==> config.mk <==
export PLATFORM = sky130hd
export DESIGN_NAME = ip_to_mac_translation_table_flat
export DESIGN_NICKNAME = d
export VERILOG_FILES = /design/src/sv/imtt_pkg.sv /design/src/sv/imtt_ifs.sv /design/src/sv/ip_to_mac_translation_table.sv /design/src/sv/imtt_ram.sv /design/src/sv/imtt_engine.sv /design/src/flat_wrapper.sv
export SDC_FILE = /design/constraint.sdc
export NUM_CORES = 2
export LEC_CHECK = 0
export BUFFER_PORTS_ARGS = -buffer_cell sky130_fd_sc_hd__buf_4
export CAP_MARGIN = 40
export CORE_MARGIN = 3
export CORE_UTILIZATION = 35
export CTS_CLUSTER_SIZE = 10
export DETAILED_ROUTE_END_ITERATION = 6
export SYNTH_ARGS = -nofsm -noshare
export SYNTH_HDL_FRONTEND = slang
export SYNTH_SLANG_ARGS = --single-unit
==> constraint.sdc <==
create_clock -name clk -period 15.4 [get_ports clk]
set_input_delay 0 -clock clk [delete_from_list [all_inputs] [get_ports clk]]
set_output_delay 0 -clock clk [all_outputs]
set_load 0.005 [all_outputs]
==> src/sv/imtt_pkg.sv <==
// ----------------------------------------------------------------------------
// imtt_pkg
// shared widths, operation and status codes, and types of the ip to mac
// translation table
// ----------------------------------------------------------------------------
package imtt_pkg;

    localparam int TABLE_ENTRIES = 32;
    localparam int IDX_W = (TABLE_ENTRIES > 1) ? $clog2(TABLE_ENTRIES) : 1;
    localparam int CNT_W = $clog2(TABLE_ENTRIES + 1);

    localparam int MODE_W   = 2;
    localparam int IP_W     = 32;
    localparam int MAC_W    = 48;
    localparam int STATUS_W = 3;
    localparam int SLOT_W   = 5;

    localparam logic [MODE_W-1:0] MODE_LOOKUP = 2'd0;
    localparam logic [MODE_W-1:0] MODE_ADD    = 2'd1;
    localparam logic [MODE_W-1:0] MODE_DELETE = 2'd2;
    localparam logic [MODE_W-1:0] MODE_CLEAR  = 2'd3;

    localparam logic [STATUS_W-1:0] STAT_FOUND   = 3'd0;
    localparam logic [STATUS_W-1:0] STAT_ADDED   = 3'd1;
    localparam logic [STATUS_W-1:0] STAT_MISS    = 3'd2;
    localparam logic [STATUS_W-1:0] STAT_FULL    = 3'd3;
    localparam logic [STATUS_W-1:0] STAT_CLEARED = 3'd4;

    // access to the ip and mac stores, both share one address pair
    typedef struct packed {
        logic             rd_en;
        logic [IDX_W-1:0] rd_addr;
        logic             wr_en;
        logic [IDX_W-1:0] wr_addr;
    } tbl_acc_t;

    // table index to the reported slot, low bits kept
    function automatic logic [SLOT_W-1:0] to_slot(input logic [IDX_W-1:0] idx);
        logic [IDX_W+SLOT_W-1:0] wide;
        wide = {{SLOT_W{1'b0}}, idx};
        return wide[SLOT_W-1:0];
    endfunction

endpackage

==> src/sv/imtt_ifs.sv <==
// ----------------------------------------------------------------------------
// imtt channel interfaces
// request and response channels with valid / ready handshake
// ----------------------------------------------------------------------------
interface imtt_req_if;
    logic                          valid;
    logic                          ready;
    logic [imtt_pkg::MODE_W-1:0]   mode;
    logic [imtt_pkg::IP_W-1:0]     ip_addr;
    logic [imtt_pkg::MAC_W-1:0]    mac_addr;

    modport source (output valid, output mode, output ip_addr, output mac_addr,
                    input ready);
    modport sink   (input valid, input mode, input ip_addr, input mac_addr,
                    output ready);
endinterface

interface imtt_rsp_if;
    logic                          valid;
    logic                          ready;
    logic [imtt_pkg::STATUS_W-1:0] status;
    logic [imtt_pkg::MAC_W-1:0]    mac_out;
    logic [imtt_pkg::SLOT_W-1:0]   slot;

    modport source (output valid, output status, output mac_out, output slot,
                    input ready);
    modport sink   (input valid, input status, input mac_out, input slot,
                    output ready);
endinterface

==> src/sv/ip_to_mac_translation_table.sv <==
// ----------------------------------------------------------------------------
// ip_to_mac_translation_table
// ipv4 to mac table with lookup, add to lowest free slot, delete and clear
// ----------------------------------------------------------------------------
//  channel  dir  payload                         transaction
//  req      in   mode, ip_addr, mac_addr         one operation
//  rsp      out  status, mac_out, slot           one result per operation
//
//  a scan reads one entry per cycle from the ip and mac rams (one registered
//  read port each) and stops at the first matching valid entry; a miss or
//  an add of a new ip scans all TABLE_ENTRIES slots, clear all skips the scan
//  one operation is in work at a time; req is taken only while idle
//  valid marks sit in flops cleared by reset; no clearing pass is needed
//  a stalled rsp holds one result while the next req is already accepted
// ----------------------------------------------------------------------------
module ip_to_mac_translation_table (
    input  logic        clk,
    input  logic        rst_n,
    imtt_req_if.sink    req,
    imtt_rsp_if.source  rsp
);

    imtt_pkg::tbl_acc_t                acc;
    logic [imtt_pkg::IP_W-1:0]         wr_ip;
    logic [imtt_pkg::MAC_W-1:0]        wr_mac;
    logic [imtt_pkg::IP_W-1:0]         rd_ip;
    logic [imtt_pkg::MAC_W-1:0]        rd_mac;

    imtt_engine u_engine (
        .clk    (clk),
        .rst_n  (rst_n),
        .req    (req),
        .rsp    (rsp),
        .acc    (acc),
        .wr_ip  (wr_ip),
        .wr_mac (wr_mac),
        .rd_ip  (rd_ip),
        .rd_mac (rd_mac)
    );

    imtt_ram #(
        .WIDTH (imtt_pkg::IP_W),
        .DEPTH (imtt_pkg::TABLE_ENTRIES)
    ) u_ip_ram (
        .clk     (clk),
        .wr_en   (acc.wr_en),
        .wr_addr (acc.wr_addr),
        .wr_data (wr_ip),
        .rd_en   (acc.rd_en),
        .rd_addr (acc.rd_addr),
        .rd_data (rd_ip)
    );

    imtt_ram #(
        .WIDTH (imtt_pkg::MAC_W),
        .DEPTH (imtt_pkg::TABLE_ENTRIES)
    ) u_mac_ram (
        .clk     (clk),
        .wr_en   (acc.wr_en),
        .wr_addr (acc.wr_addr),
        .wr_data (wr_mac),
        .rd_en   (acc.rd_en),
        .rd_addr (acc.rd_addr),
        .rd_data (rd_mac)
    );

endmodule

==> src/sv/imtt_ram.sv <==
// ----------------------------------------------------------------------------
// imtt_ram
// generic simple dual port ram, one write port, one registered read port
// ----------------------------------------------------------------------------
module imtt_ram #(
    parameter int WIDTH = 32,
    parameter int DEPTH = 32
) (
    input  logic                                    clk,
    input  logic                                    wr_en,
    input  logic [((DEPTH > 1) ? $clog2(DEPTH) : 1)-1:0] wr_addr,
    input  logic [WIDTH-1:0]                        wr_data,
    input  logic                                    rd_en,
    input  logic [((DEPTH > 1) ? $clog2(DEPTH) : 1)-1:0] rd_addr,
    output logic [WIDTH-1:0]                        rd_data
);

    logic [WIDTH-1:0] mem [DEPTH];
    logic [WIDTH-1:0] rd_data_reg;

    always_ff @(posedge clk)
    begin
        if (wr_en)
        begin
            mem[wr_addr] <= wr_data;
        end
        if (rd_en)
        begin
            rd_data_reg <= mem[rd_addr];
        end
    end

    assign rd_data = rd_data_reg;

endmodule

==> src/sv/imtt_engine.sv <==
// ----------------------------------------------------------------------------
// imtt_engine
// valid marks, sequential scan of the ip store and result register
// ----------------------------------------------------------------------------
module imtt_engine (
    input  logic                         clk,
    input  logic                         rst_n,
    imtt_req_if.sink                     req,
    imtt_rsp_if.source                   rsp,
    output imtt_pkg::tbl_acc_t           acc,
    output logic [imtt_pkg::IP_W-1:0]    wr_ip,
    output logic [imtt_pkg::MAC_W-1:0]   wr_mac,
    input  logic [imtt_pkg::IP_W-1:0]    rd_ip,
    input  logic [imtt_pkg::MAC_W-1:0]   rd_mac
);

    localparam logic [1:0] S_IDLE = 2'd0;
    localparam logic [1:0] S_SCAN = 2'd1;
    localparam logic [1:0] S_DONE = 2'd2;

    localparam logic [imtt_pkg::IDX_W-1:0] LAST_IDX =
        imtt_pkg::IDX_W'(imtt_pkg::TABLE_ENTRIES - 1);
    localparam logic [imtt_pkg::CNT_W-1:0] CNT_END =
        imtt_pkg::CNT_W'(imtt_pkg::TABLE_ENTRIES);

    // control state
    logic [1:0]                          state_reg, state_next;
    logic [imtt_pkg::TABLE_ENTRIES-1:0]  valid_reg, valid_next;
    logic [imtt_pkg::CNT_W-1:0]          iss_cnt_reg, iss_cnt_next;
    logic                                cmp_vld_reg, cmp_vld_next;
    logic                                hit_reg, hit_next;
    logic                                free_vld_reg, free_vld_next;
    logic                                out_vld_reg, out_vld_next;

    // payload
    logic [imtt_pkg::IDX_W-1:0]          cmp_idx_reg, cmp_idx_next;
    logic [imtt_pkg::IDX_W-1:0]          hit_idx_reg, hit_idx_next;
    logic [imtt_pkg::IDX_W-1:0]          free_idx_reg, free_idx_next;
    logic [imtt_pkg::MAC_W-1:0]          hit_mac_reg, hit_mac_next;
    logic [imtt_pkg::MODE_W-1:0]         mode_reg, mode_next;
    logic [imtt_pkg::IP_W-1:0]           ip_reg, ip_next;
    logic [imtt_pkg::MAC_W-1:0]          mac_in_reg, mac_in_next;
    logic [imtt_pkg::STATUS_W-1:0]       status_reg, status_next;
    logic [imtt_pkg::MAC_W-1:0]          mac_out_reg, mac_out_next;
    logic [imtt_pkg::SLOT_W-1:0]         slot_reg, slot_next;

    logic                                rd_en;
    logic                                hit_now;
    logic                                cmp_free;

    always_comb
    begin
        state_next    = state_reg;
        valid_next    = valid_reg;
        iss_cnt_next  = iss_cnt_reg;
        cmp_vld_next  = 1'b0;
        cmp_idx_next  = cmp_idx_reg;
        hit_next      = hit_reg;
        hit_idx_next  = hit_idx_reg;
        hit_mac_next  = hit_mac_reg;
        free_vld_next = free_vld_reg;
        free_idx_next = free_idx_reg;
        mode_next     = mode_reg;
        ip_next       = ip_reg;
        mac_in_next   = mac_in_reg;
        status_next   = status_reg;
        mac_out_next  = mac_out_reg;
        slot_next     = slot_reg;
        out_vld_next  = out_vld_reg && !rsp.ready;

        rd_en       = (state_reg == S_SCAN) && (iss_cnt_reg < CNT_END);
        acc.rd_en   = rd_en;
        acc.rd_addr = iss_cnt_reg[imtt_pkg::IDX_W-1:0];
        acc.wr_en   = 1'b0;
        acc.wr_addr = free_idx_reg;
        wr_ip       = ip_reg;
        wr_mac      = mac_in_reg;

        // read data of the previous cycle belongs to cmp_idx_reg
        hit_now  = cmp_vld_reg && valid_reg[cmp_idx_reg] && (rd_ip == ip_reg);
        cmp_free = cmp_vld_reg && !valid_reg[cmp_idx_reg];

        unique case (state_reg)
            S_IDLE:
            begin
                if (req.valid)
                begin
                    mode_next     = req.mode;
                    ip_next       = req.ip_addr;
                    mac_in_next   = req.mac_addr;
                    iss_cnt_next  = '0;
                    hit_next      = 1'b0;
                    free_vld_next = 1'b0;
                    state_next    = (req.mode == imtt_pkg::MODE_CLEAR) ? S_DONE : S_SCAN;
                end
            end
            S_SCAN:
            begin
                if (rd_en)
                begin
                    iss_cnt_next = iss_cnt_reg + imtt_pkg::CNT_W'(1);
                end
                cmp_vld_next = rd_en;
                cmp_idx_next = acc.rd_addr;
                // first free slot seen so far, for an add that misses
                if (cmp_free && !free_vld_reg)
                begin
                    free_vld_next = 1'b1;
                    free_idx_next = cmp_idx_reg;
                end
                priority if (hit_now)
                begin
                    hit_next     = 1'b1;
                    hit_idx_next = cmp_idx_reg;
                    hit_mac_next = rd_mac;
                    state_next   = S_DONE;
                end
                else if (cmp_vld_reg && (cmp_idx_reg == LAST_IDX))
                begin
                    state_next = S_DONE;
                end
                else
                begin
                    state_next = S_SCAN;
                end
            end
            S_DONE:
            begin
                if (!out_vld_reg || rsp.ready)
                begin
                    out_vld_next = 1'b1;
                    status_next  = imtt_pkg::STAT_MISS;
                    mac_out_next = '0;
                    slot_next    = '0;
                    state_next   = S_IDLE;
                    priority if (mode_reg == imtt_pkg::MODE_CLEAR)
                    begin
                        status_next = imtt_pkg::STAT_CLEARED;
                        valid_next  = '0;
                    end
                    else if (hit_reg)
                    begin
                        status_next  = imtt_pkg::STAT_FOUND;
                        mac_out_next = hit_mac_reg;
                        slot_next    = imtt_pkg::to_slot(hit_idx_reg);
                        if (mode_reg == imtt_pkg::MODE_DELETE)
                        begin
                            valid_next[hit_idx_reg] = 1'b0;
                        end
                    end
                    else if (mode_reg == imtt_pkg::MODE_ADD)
                    begin
                        if (free_vld_reg)
                        begin
                            status_next              = imtt_pkg::STAT_ADDED;
                            mac_out_next             = mac_in_reg;
                            slot_next                = imtt_pkg::to_slot(free_idx_reg);
                            valid_next[free_idx_reg] = 1'b1;
                            acc.wr_en                = 1'b1;
                        end
                        else
                        begin
                            status_next = imtt_pkg::STAT_FULL;
                        end
                    end
                    else
                    begin
                        // lookup or delete that found nothing
                        status_next = imtt_pkg::STAT_MISS;
                    end
                end
            end
            default:
            begin
                state_next = S_IDLE;
            end
        endcase
    end

    always_ff @(posedge clk or negedge rst_n)
    begin
        if (!rst_n)
        begin
            state_reg    <= S_IDLE;
            valid_reg    <= '0;
            iss_cnt_reg  <= '0;
            cmp_vld_reg  <= 1'b0;
            hit_reg      <= 1'b0;
            free_vld_reg <= 1'b0;
            out_vld_reg  <= 1'b0;
        end
        else
        begin
            state_reg    <= state_next;
            valid_reg    <= valid_next;
            iss_cnt_reg  <= iss_cnt_next;
            cmp_vld_reg  <= cmp_vld_next;
            hit_reg      <= hit_next;
            free_vld_reg <= free_vld_next;
            out_vld_reg  <= out_vld_next;
        end
    end

    always_ff @(posedge clk)
    begin
        cmp_idx_reg  <= cmp_idx_next;
        hit_idx_reg  <= hit_idx_next;
        free_idx_reg <= free_idx_next;
        hit_mac_reg  <= hit_mac_next;
        mode_reg     <= mode_next;
        ip_reg       <= ip_next;
        mac_in_reg   <= mac_in_next;
        status_reg   <= status_next;
        mac_out_reg  <= mac_out_next;
        slot_reg     <= slot_next;
    end

    assign req.ready   = (state_reg == S_IDLE);
    assign rsp.valid   = out_vld_reg;
    assign rsp.status  = status_reg;
    assign rsp.mac_out = mac_out_reg;
    assign rsp.slot    = slot_reg;

endmodule

==> src/flat_wrapper.sv <==
// flat-port wrapper written by rule: the top's interface ports become plain ports
module ip_to_mac_translation_table_flat 
  (clk, rst_n, req_valid, req_mode, req_ip_addr, req_mac_addr, req_ready, rsp_valid, rsp_status, rsp_mac_out, rsp_slot, rsp_ready);
  imtt_req_if req_i ();
  imtt_rsp_if rsp_i ();
  input  logic clk;
  input  logic rst_n;
  input wire logic [$bits(req_i.valid)-1:0] req_valid;
  input wire logic [$bits(req_i.mode)-1:0] req_mode;
  input wire logic [$bits(req_i.ip_addr)-1:0] req_ip_addr;
  input wire logic [$bits(req_i.mac_addr)-1:0] req_mac_addr;
  output wire logic [$bits(req_i.ready)-1:0] req_ready;
  output wire logic [$bits(rsp_i.valid)-1:0] rsp_valid;
  output wire logic [$bits(rsp_i.status)-1:0] rsp_status;
  output wire logic [$bits(rsp_i.mac_out)-1:0] rsp_mac_out;
  output wire logic [$bits(rsp_i.slot)-1:0] rsp_slot;
  input wire logic [$bits(rsp_i.ready)-1:0] rsp_ready;
  assign req_i.valid = req_valid;
  assign req_i.mode = req_mode;
  assign req_i.ip_addr = req_ip_addr;
  assign req_i.mac_addr = req_mac_addr;
  assign req_ready = req_i.ready;
  assign rsp_valid = rsp_i.valid;
  assign rsp_status = rsp_i.status;
  assign rsp_mac_out = rsp_i.mac_out;
  assign rsp_slot = rsp_i.slot;
  assign rsp_i.ready = rsp_ready;
  ip_to_mac_translation_table u_core (.clk(clk), .rst_n(rst_n), .req(req_i), .rsp(rsp_i));
endmodule
== Word level (Yosys, flattened, before mapping) ==
Memories as Yosys holds them, arrays and structs flattened. A register that Yosys moved wholly into a read port is not among the register bits.
Cells that the tools add are included.
Word-level totals
  register bits: 245
  bits in writable memories: 2560
  output and inout bits: 58
  word-level logic and storage cells: 120
  memories: 2
Cells by class
  add/sub/neg operators: 1
  $lt $le $gt $ge: 6
  equality and inequality tests: 14
  mux-type cells: 45
  bitwise gates (word level): 4
  reductions and logical operators: 29
Memories
  u_core.u_mac_ram.mem: depth 32, bits a word 48, read ports 1, clocked after Yosys merged registers in 1, write ports 1, RTL line imtt_ram.sv:18  | logic [WIDTH-1:0] mem [DEPTH];
  u_core.u_ip_ram.mem: depth 32, bits a word 32, read ports 1, clocked after Yosys merged registers in 1, write ports 1, RTL line imtt_ram.sv:18
Operators with widths (count)
  32-bit 2-to-1 mux: 5
  48-bit 2-to-1 mux: 3
  32-bit AND: 1
  32-bit == test: 1
  32-bit NOT: 1
  32-bit OR: 1
  5-bit by 6-bit less-than comparator with 1-bit output, second input constant: 3
  1-bit 2-to-1 mux: 17
  5-bit 2-to-1 mux: 3
  2-bit 2-to-1 mux: 6
  6-bit 2-to-1 mux: 2
  6-bit case mux with 2 select lines: 1
  1-bit demux with 5-bit select: 2
  5-bit by 1-bit >= comparator with 1-bit output, second input constant: 2
  2-bit AND reduction: 5
  1-bit logical AND: 9
  3-bit AND reduction: 3
  2-bit == test, second input constant: 4
  2-bit inequality test, second input constant: 4
  6-bit by 1-bit adder with 6-bit output, second input constant: 1
  6-bit less-than comparator, second input constant: 1
  3-bit 2-to-1 mux: 2
  2-bit case mux with 3 select lines: 1
  3-bit nonzero test: 2
  other kinds (14): 19

== Logic depth before layout (Yosys ltp) ==
  depth after elaboration: 9
  gate-level depth with buffers: 8

== Modules after synthesis ==
From an unflattened synthesis, not the netlist that was laid out.
Second synthesis, totals
  cells, all modules: 6290
  area total of the unflattened synthesis: 111695.9 um^2
By module, submodules not included
  imtt_ram (u_core.u_mac_ram): instances 1, cells each 3364, area an instance 61205.0 um^2
  imtt_ram (u_core.u_ip_ram): instances 1, cells each 2260, area an instance 40812.9 um^2
  imtt_engine: instances 1, cells each 666, area an instance 9678.0 um^2

== Least setup slack after synthesis ==
OpenSTA, ideal clock, no wires.
  path kind: register to register
  start point: reg u_core.u_engine.state_reg[0]
  end point: mem u_core.u_ip_ram.mem[46][0] (netlist: u_core.u_ip_ram.mem[23][0]) (enable)
  library setup time: 0.519 ns
  arrival time: 7.180 ns
  data required time: 14.881 ns
  path slack: 7.701 ns
  stages on the path, launching flop included: 6
  path through: dfrtp_1 nand2b_1 nor2b_1 and2_0 nand3_1 nor2_1
On the way
  word-level cells in the longest chain between the ends: 4
RTL lines
  from (decl): RTL line imtt_engine.sv:27  | logic [1:0] state_reg, state_next;
  from (signal assigned): RTL line imtt_engine.sv:194  | state_reg <= state_next;
  2-bit == test: RTL line imtt_engine.sv:83  | unique case (state_reg)
  1-bit 2-to-1 mux: RTL line imtt_engine.sv:83
  1-bit 2-to-1 mux: RTL line imtt_ram.sv:23  | if (wr_en)
  1-bit 2-to-1 mux (not written as such): RTL line imtt_ram.sv:25  | mem[wr_addr] <= wr_data;
  to (decl): RTL line imtt_ram.sv:18
Every way passes these cells.

== Final worst setup path ==
  start point: reg u_core.u_engine.mode_reg[1] (netlist name)
  end point: mem u_core.u_ip_ram.mem[10][21] (netlist: u_core.u_ip_ram.mem[5][21]) (enable)
On the way
  word-level cells in the longest chain between the ends: 8
  elaborated cells between the ends (all ways): 9
RTL lines
  from (decl): RTL line imtt_engine.sv:40  | logic [imtt_pkg::MODE_W-1:0] mode_reg, mode_next;
  from (signal assigned): RTL line imtt_engine.sv:210  | mode_reg <= mode_next;
  2-bit by 1-bit == test with 1-bit output: RTL line imtt_engine.sv:151  | else if (mode_reg == imtt_pkg::MODE_ADD)
  1-bit 2-to-1 mux: RTL line imtt_engine.sv:151
  1-bit 2-to-1 mux: RTL line imtt_engine.sv:141  | else if (hit_reg)
  1-bit 2-to-1 mux *: RTL line imtt_engine.sv:136  | priority if (mode_reg == imtt_pkg::MODE_CLEAR)
  1-bit 2-to-1 mux *: RTL line imtt_engine.sv:129  | if (!out_vld_reg || rsp.ready)
  1-bit 2-to-1 mux *: RTL line imtt_engine.sv:83
  1-bit 2-to-1 mux *: RTL line imtt_ram.sv:23
  1-bit 2-to-1 mux (not written as such) *: RTL line imtt_ram.sv:25
Mark *: on every way between the ends. The rest lies on a longest branch, timed or not.

==> impl_metrics.csv <==
group,metric,value,unit
setup_path,required,15880,ps
clock_network,cts_tree,"done",
synthesis,avgSynthCellArea,24.8,um^2
routing,drt_wl_total,280000,um
run_status,outcome,"complete, but fails checks",
sta,skew,88.0,ps
sta,relSlewSlack,32.5,%
sta,finalHoldWorstSlack,-12.8,ps
global_route,antenna_found_initial,7,
final_layout,layout_common_cells,"edfxtp_1, mux4_2, clkbuf_16",
synthesis,syn_area,109000,um^2
clock_network,clk_pin_slew_worst_paths,50,ps
sta,rsz0062_at_grt,"no",
global_route,grt_pass1_wl,398000,um
run_status,violations,"negative hold slack",
setup_path,startpoint,"u_core.u_engine.mode_reg[1]$_DFFE_PP_",
routing,drcViolationCount,0,
sta,setup_viol,0,
final_layout,regMostFlops,"u_core.u_mac_ram.mem",
synthesis,syn-num-nets,4475,
final_layout,largest_reg_flops,1536,
sta,timing.final.crit_period,4770,ps
synthesis,synth-seq-cells,2885,
clock_network,clockBufferDepth,4,
routing,first_iter_violations,6190,
die,start_util,35.4,%
synthesis,synth_cells,4388,
global_route,grt_pass1_vias,52200,
setup_path,r2r_setup_slack,10630,ps
routing,antenna_left,0,
run,cap_violations,0,
setup_path,cp-start-kind,"flop",
global_route,overflow,0,
setup_path,r2r_start,"u_core.u_engine.mode_reg[1]$_DFFE_PP_",
routing,routedWlPerCell,30.3,um
synthesis,ys_seq_area_share,79.5,%
placement,io_buffers,143,
synthesis,synth_flop_cell,"edfxtp_1",
clock_network,cts_sinks,2885,
setup_path,cp.arrival,5250,ps
power,max-vdd-ir-drop,164,uV
setup_path,path_max_fanout,34,
die,ios,144,
die,core,307000,um^2
die,fp.dieW,563,um
sta,max_freq,0.210,GHz
sta,slew_viol_final,0,
routing,dr.pass1.iters,7,
clock_network,cts_resized,0,
final_layout,fin_nets,5128,
worst_hold_path,hp-class,"in -> reg",
setup_path,critPathKind,"reg -> reg",
clock_network,cts-root-buf,"clkbuf_16",
final_layout,top_regs,"u_core.u_mac_ram.mem (1536), u_core.u_ip_ram.mem (1024)",
power,power_density,161,nW/um^2
die,dieArea,317000,um^2
final_layout,final_common_cell,"edfxtp_1",
final_layout,syn2layout_area_growth,18.5,%
power,p_leak,0.0396,uW
global_route,grt_use_total,17.4,%
synthesis,yosys_warnings,0,
clock_network,numCtsBuffers,332,
clock_network,clk_latency,920,ps
sta,fin_tns_setup,0,ps
sta,fin_crit_sh,31.0,%
die,num_rows,203,
setup_path,endpoint_kind,"flop",
routing,vias,50500,
global_route,grt_start_max_net_pins,150,
synthesis,yosysUniqueCellTypes,45,
sta,worst_slew_pin_slew,1010,ps
final_layout,utilization,41.9,%
sta,final_hold_viol_count,1,
routing,routed_via_density,5.47,
placement,place.gp.congestion,0.756,
final_layout,num-fill-cells,26200,
placement,dp_hpwl,146000,um
synthesis,synth-edff-count,2841,
clock_network,h-tree-depth,5,
synthesis,ys_async_sr_fraction,1.53,%
die,dieHeight,563,um
worst_hold_path,min-delay-start,"req_ip_addr[22]",
final_layout,drive_gt1_share,32.8,%
## power breakdown
part / internal, uW / switching, uW / leakage, uW
sequential: 9250 / 242 / 0.0262
clock: 4010 / 2970 / 0.00450
combinational: 2190 / 2050 / 0.00889
total: 15400 / 5270 / 0.0396
## path summary, 6_finish.rpt
path,cells after the start,endpoint
max in group asynchronous,4,u_core.u_engine.iss_cnt_reg[2]$_DFFE_PN0P_
setup / recovery,7,u_core.u_ip_ram.mem[5][21]$_DFFE_PP_
hold / removal,2,u_core.u_engine.wr_ip[22]$_DFFE_PP_
setup reg to reg,7,u_core.u_ip_ram.mem[5][21]$_DFFE_PP_
min in group asynchronous,4,u_core.u_engine.valid_reg[26]$_DFFE_PN0P_
hold reg to reg,0,u_core.u_engine.hit_mac_reg[35]$_DFFE_PP_
## critical path, cell delays in order, from the launching register on
cell,delay (ps)
edfxtp_1,450
nor3b_1,380
and2_4,210
and2_0,220
nand3b_1,630
nor2_4,930
buf_4,730
buf_4,790
## logic make-up after synthesis
| group | Yosys count | synth area share (%) |
|---|---|---|
| flops | 2885 | 79.5 |
| mux | 894 | 17.6 |
| buf+inv | 227 | 0.905 |
| simple gates | 180 | 0.785 |
| compound gates | 166 | 0.922 |
| xor+xnor | 35 | 0.282 |
| fa+ha+maj | 1 | 0.0115 |
## metrics by stage
stage	std cells	instance area [um^2]	power, uW	setup WS (ps)
5_1_grt	9225	129000	21500	10430
3_5_place_dp	8626	118000	13900	10580
6_report	9227	129000	20700	10630
4_1_cts	9209	128000	20900	10550
2_1_floorplan	4388	109000	12600	7700
3_3_place_gp	8535	115000	13700	10050
## synth_stat cells, types with 5 or more instances
cell type	instances	area share (%)
clkbuf_1	135	0.47
nand3b_1	10	0.069
edfxtp_1	2841	78
nand2_1	14	0.048
xor2_1	7	0.056
dfrtp_1	44	1.0
nor3b_1	6	0.041
nand3_1	8	0.037
nand2b_1	5	0.029
nand4_1	9	0.052
o21ai_0	32	0.15
xnor2_1	28	0.23
buf_4	10	0.069
mux2_2	82	0.85
buf_1	23	0.079
a21oi_1	67	0.31
mux4_2	804	17
mux2i_1	8	0.074
a22oi_1	55	0.38
buf_2	51	0.23
nor2_1	102	0.35
## metal layers
metal  part of all wire (%)  vias up  GRT usage [%]
met4                    2.4        2           4.41
met2                     49     2030           28.0
met1                     43    27900           25.1
met3                    6.2      426           2.35
li1                       -    20200              -
met5                 0.0046        -              0
## final cells by class
class	count	area (um^2)	area share [%]
Tap cell	4100	5130	3.98
Sequential cell	2885	86400	67.1
Clock inverter	35	624	0.485
Inverter	4	21.3	0.0165
Clock buffer	380	8650	6.71
Antenna cell	5	12.5	0.00972
Timing Repair Buffer	542	6360	4.94
Multi-Input combinational cell	1276	21600	16.7
## repair_timing
action,in CTS,in global routing
hold buffers,168,0
setup buffers,0,0
endpoints found under the hold margin,166,0
Power figures use the tool's default switching activity.
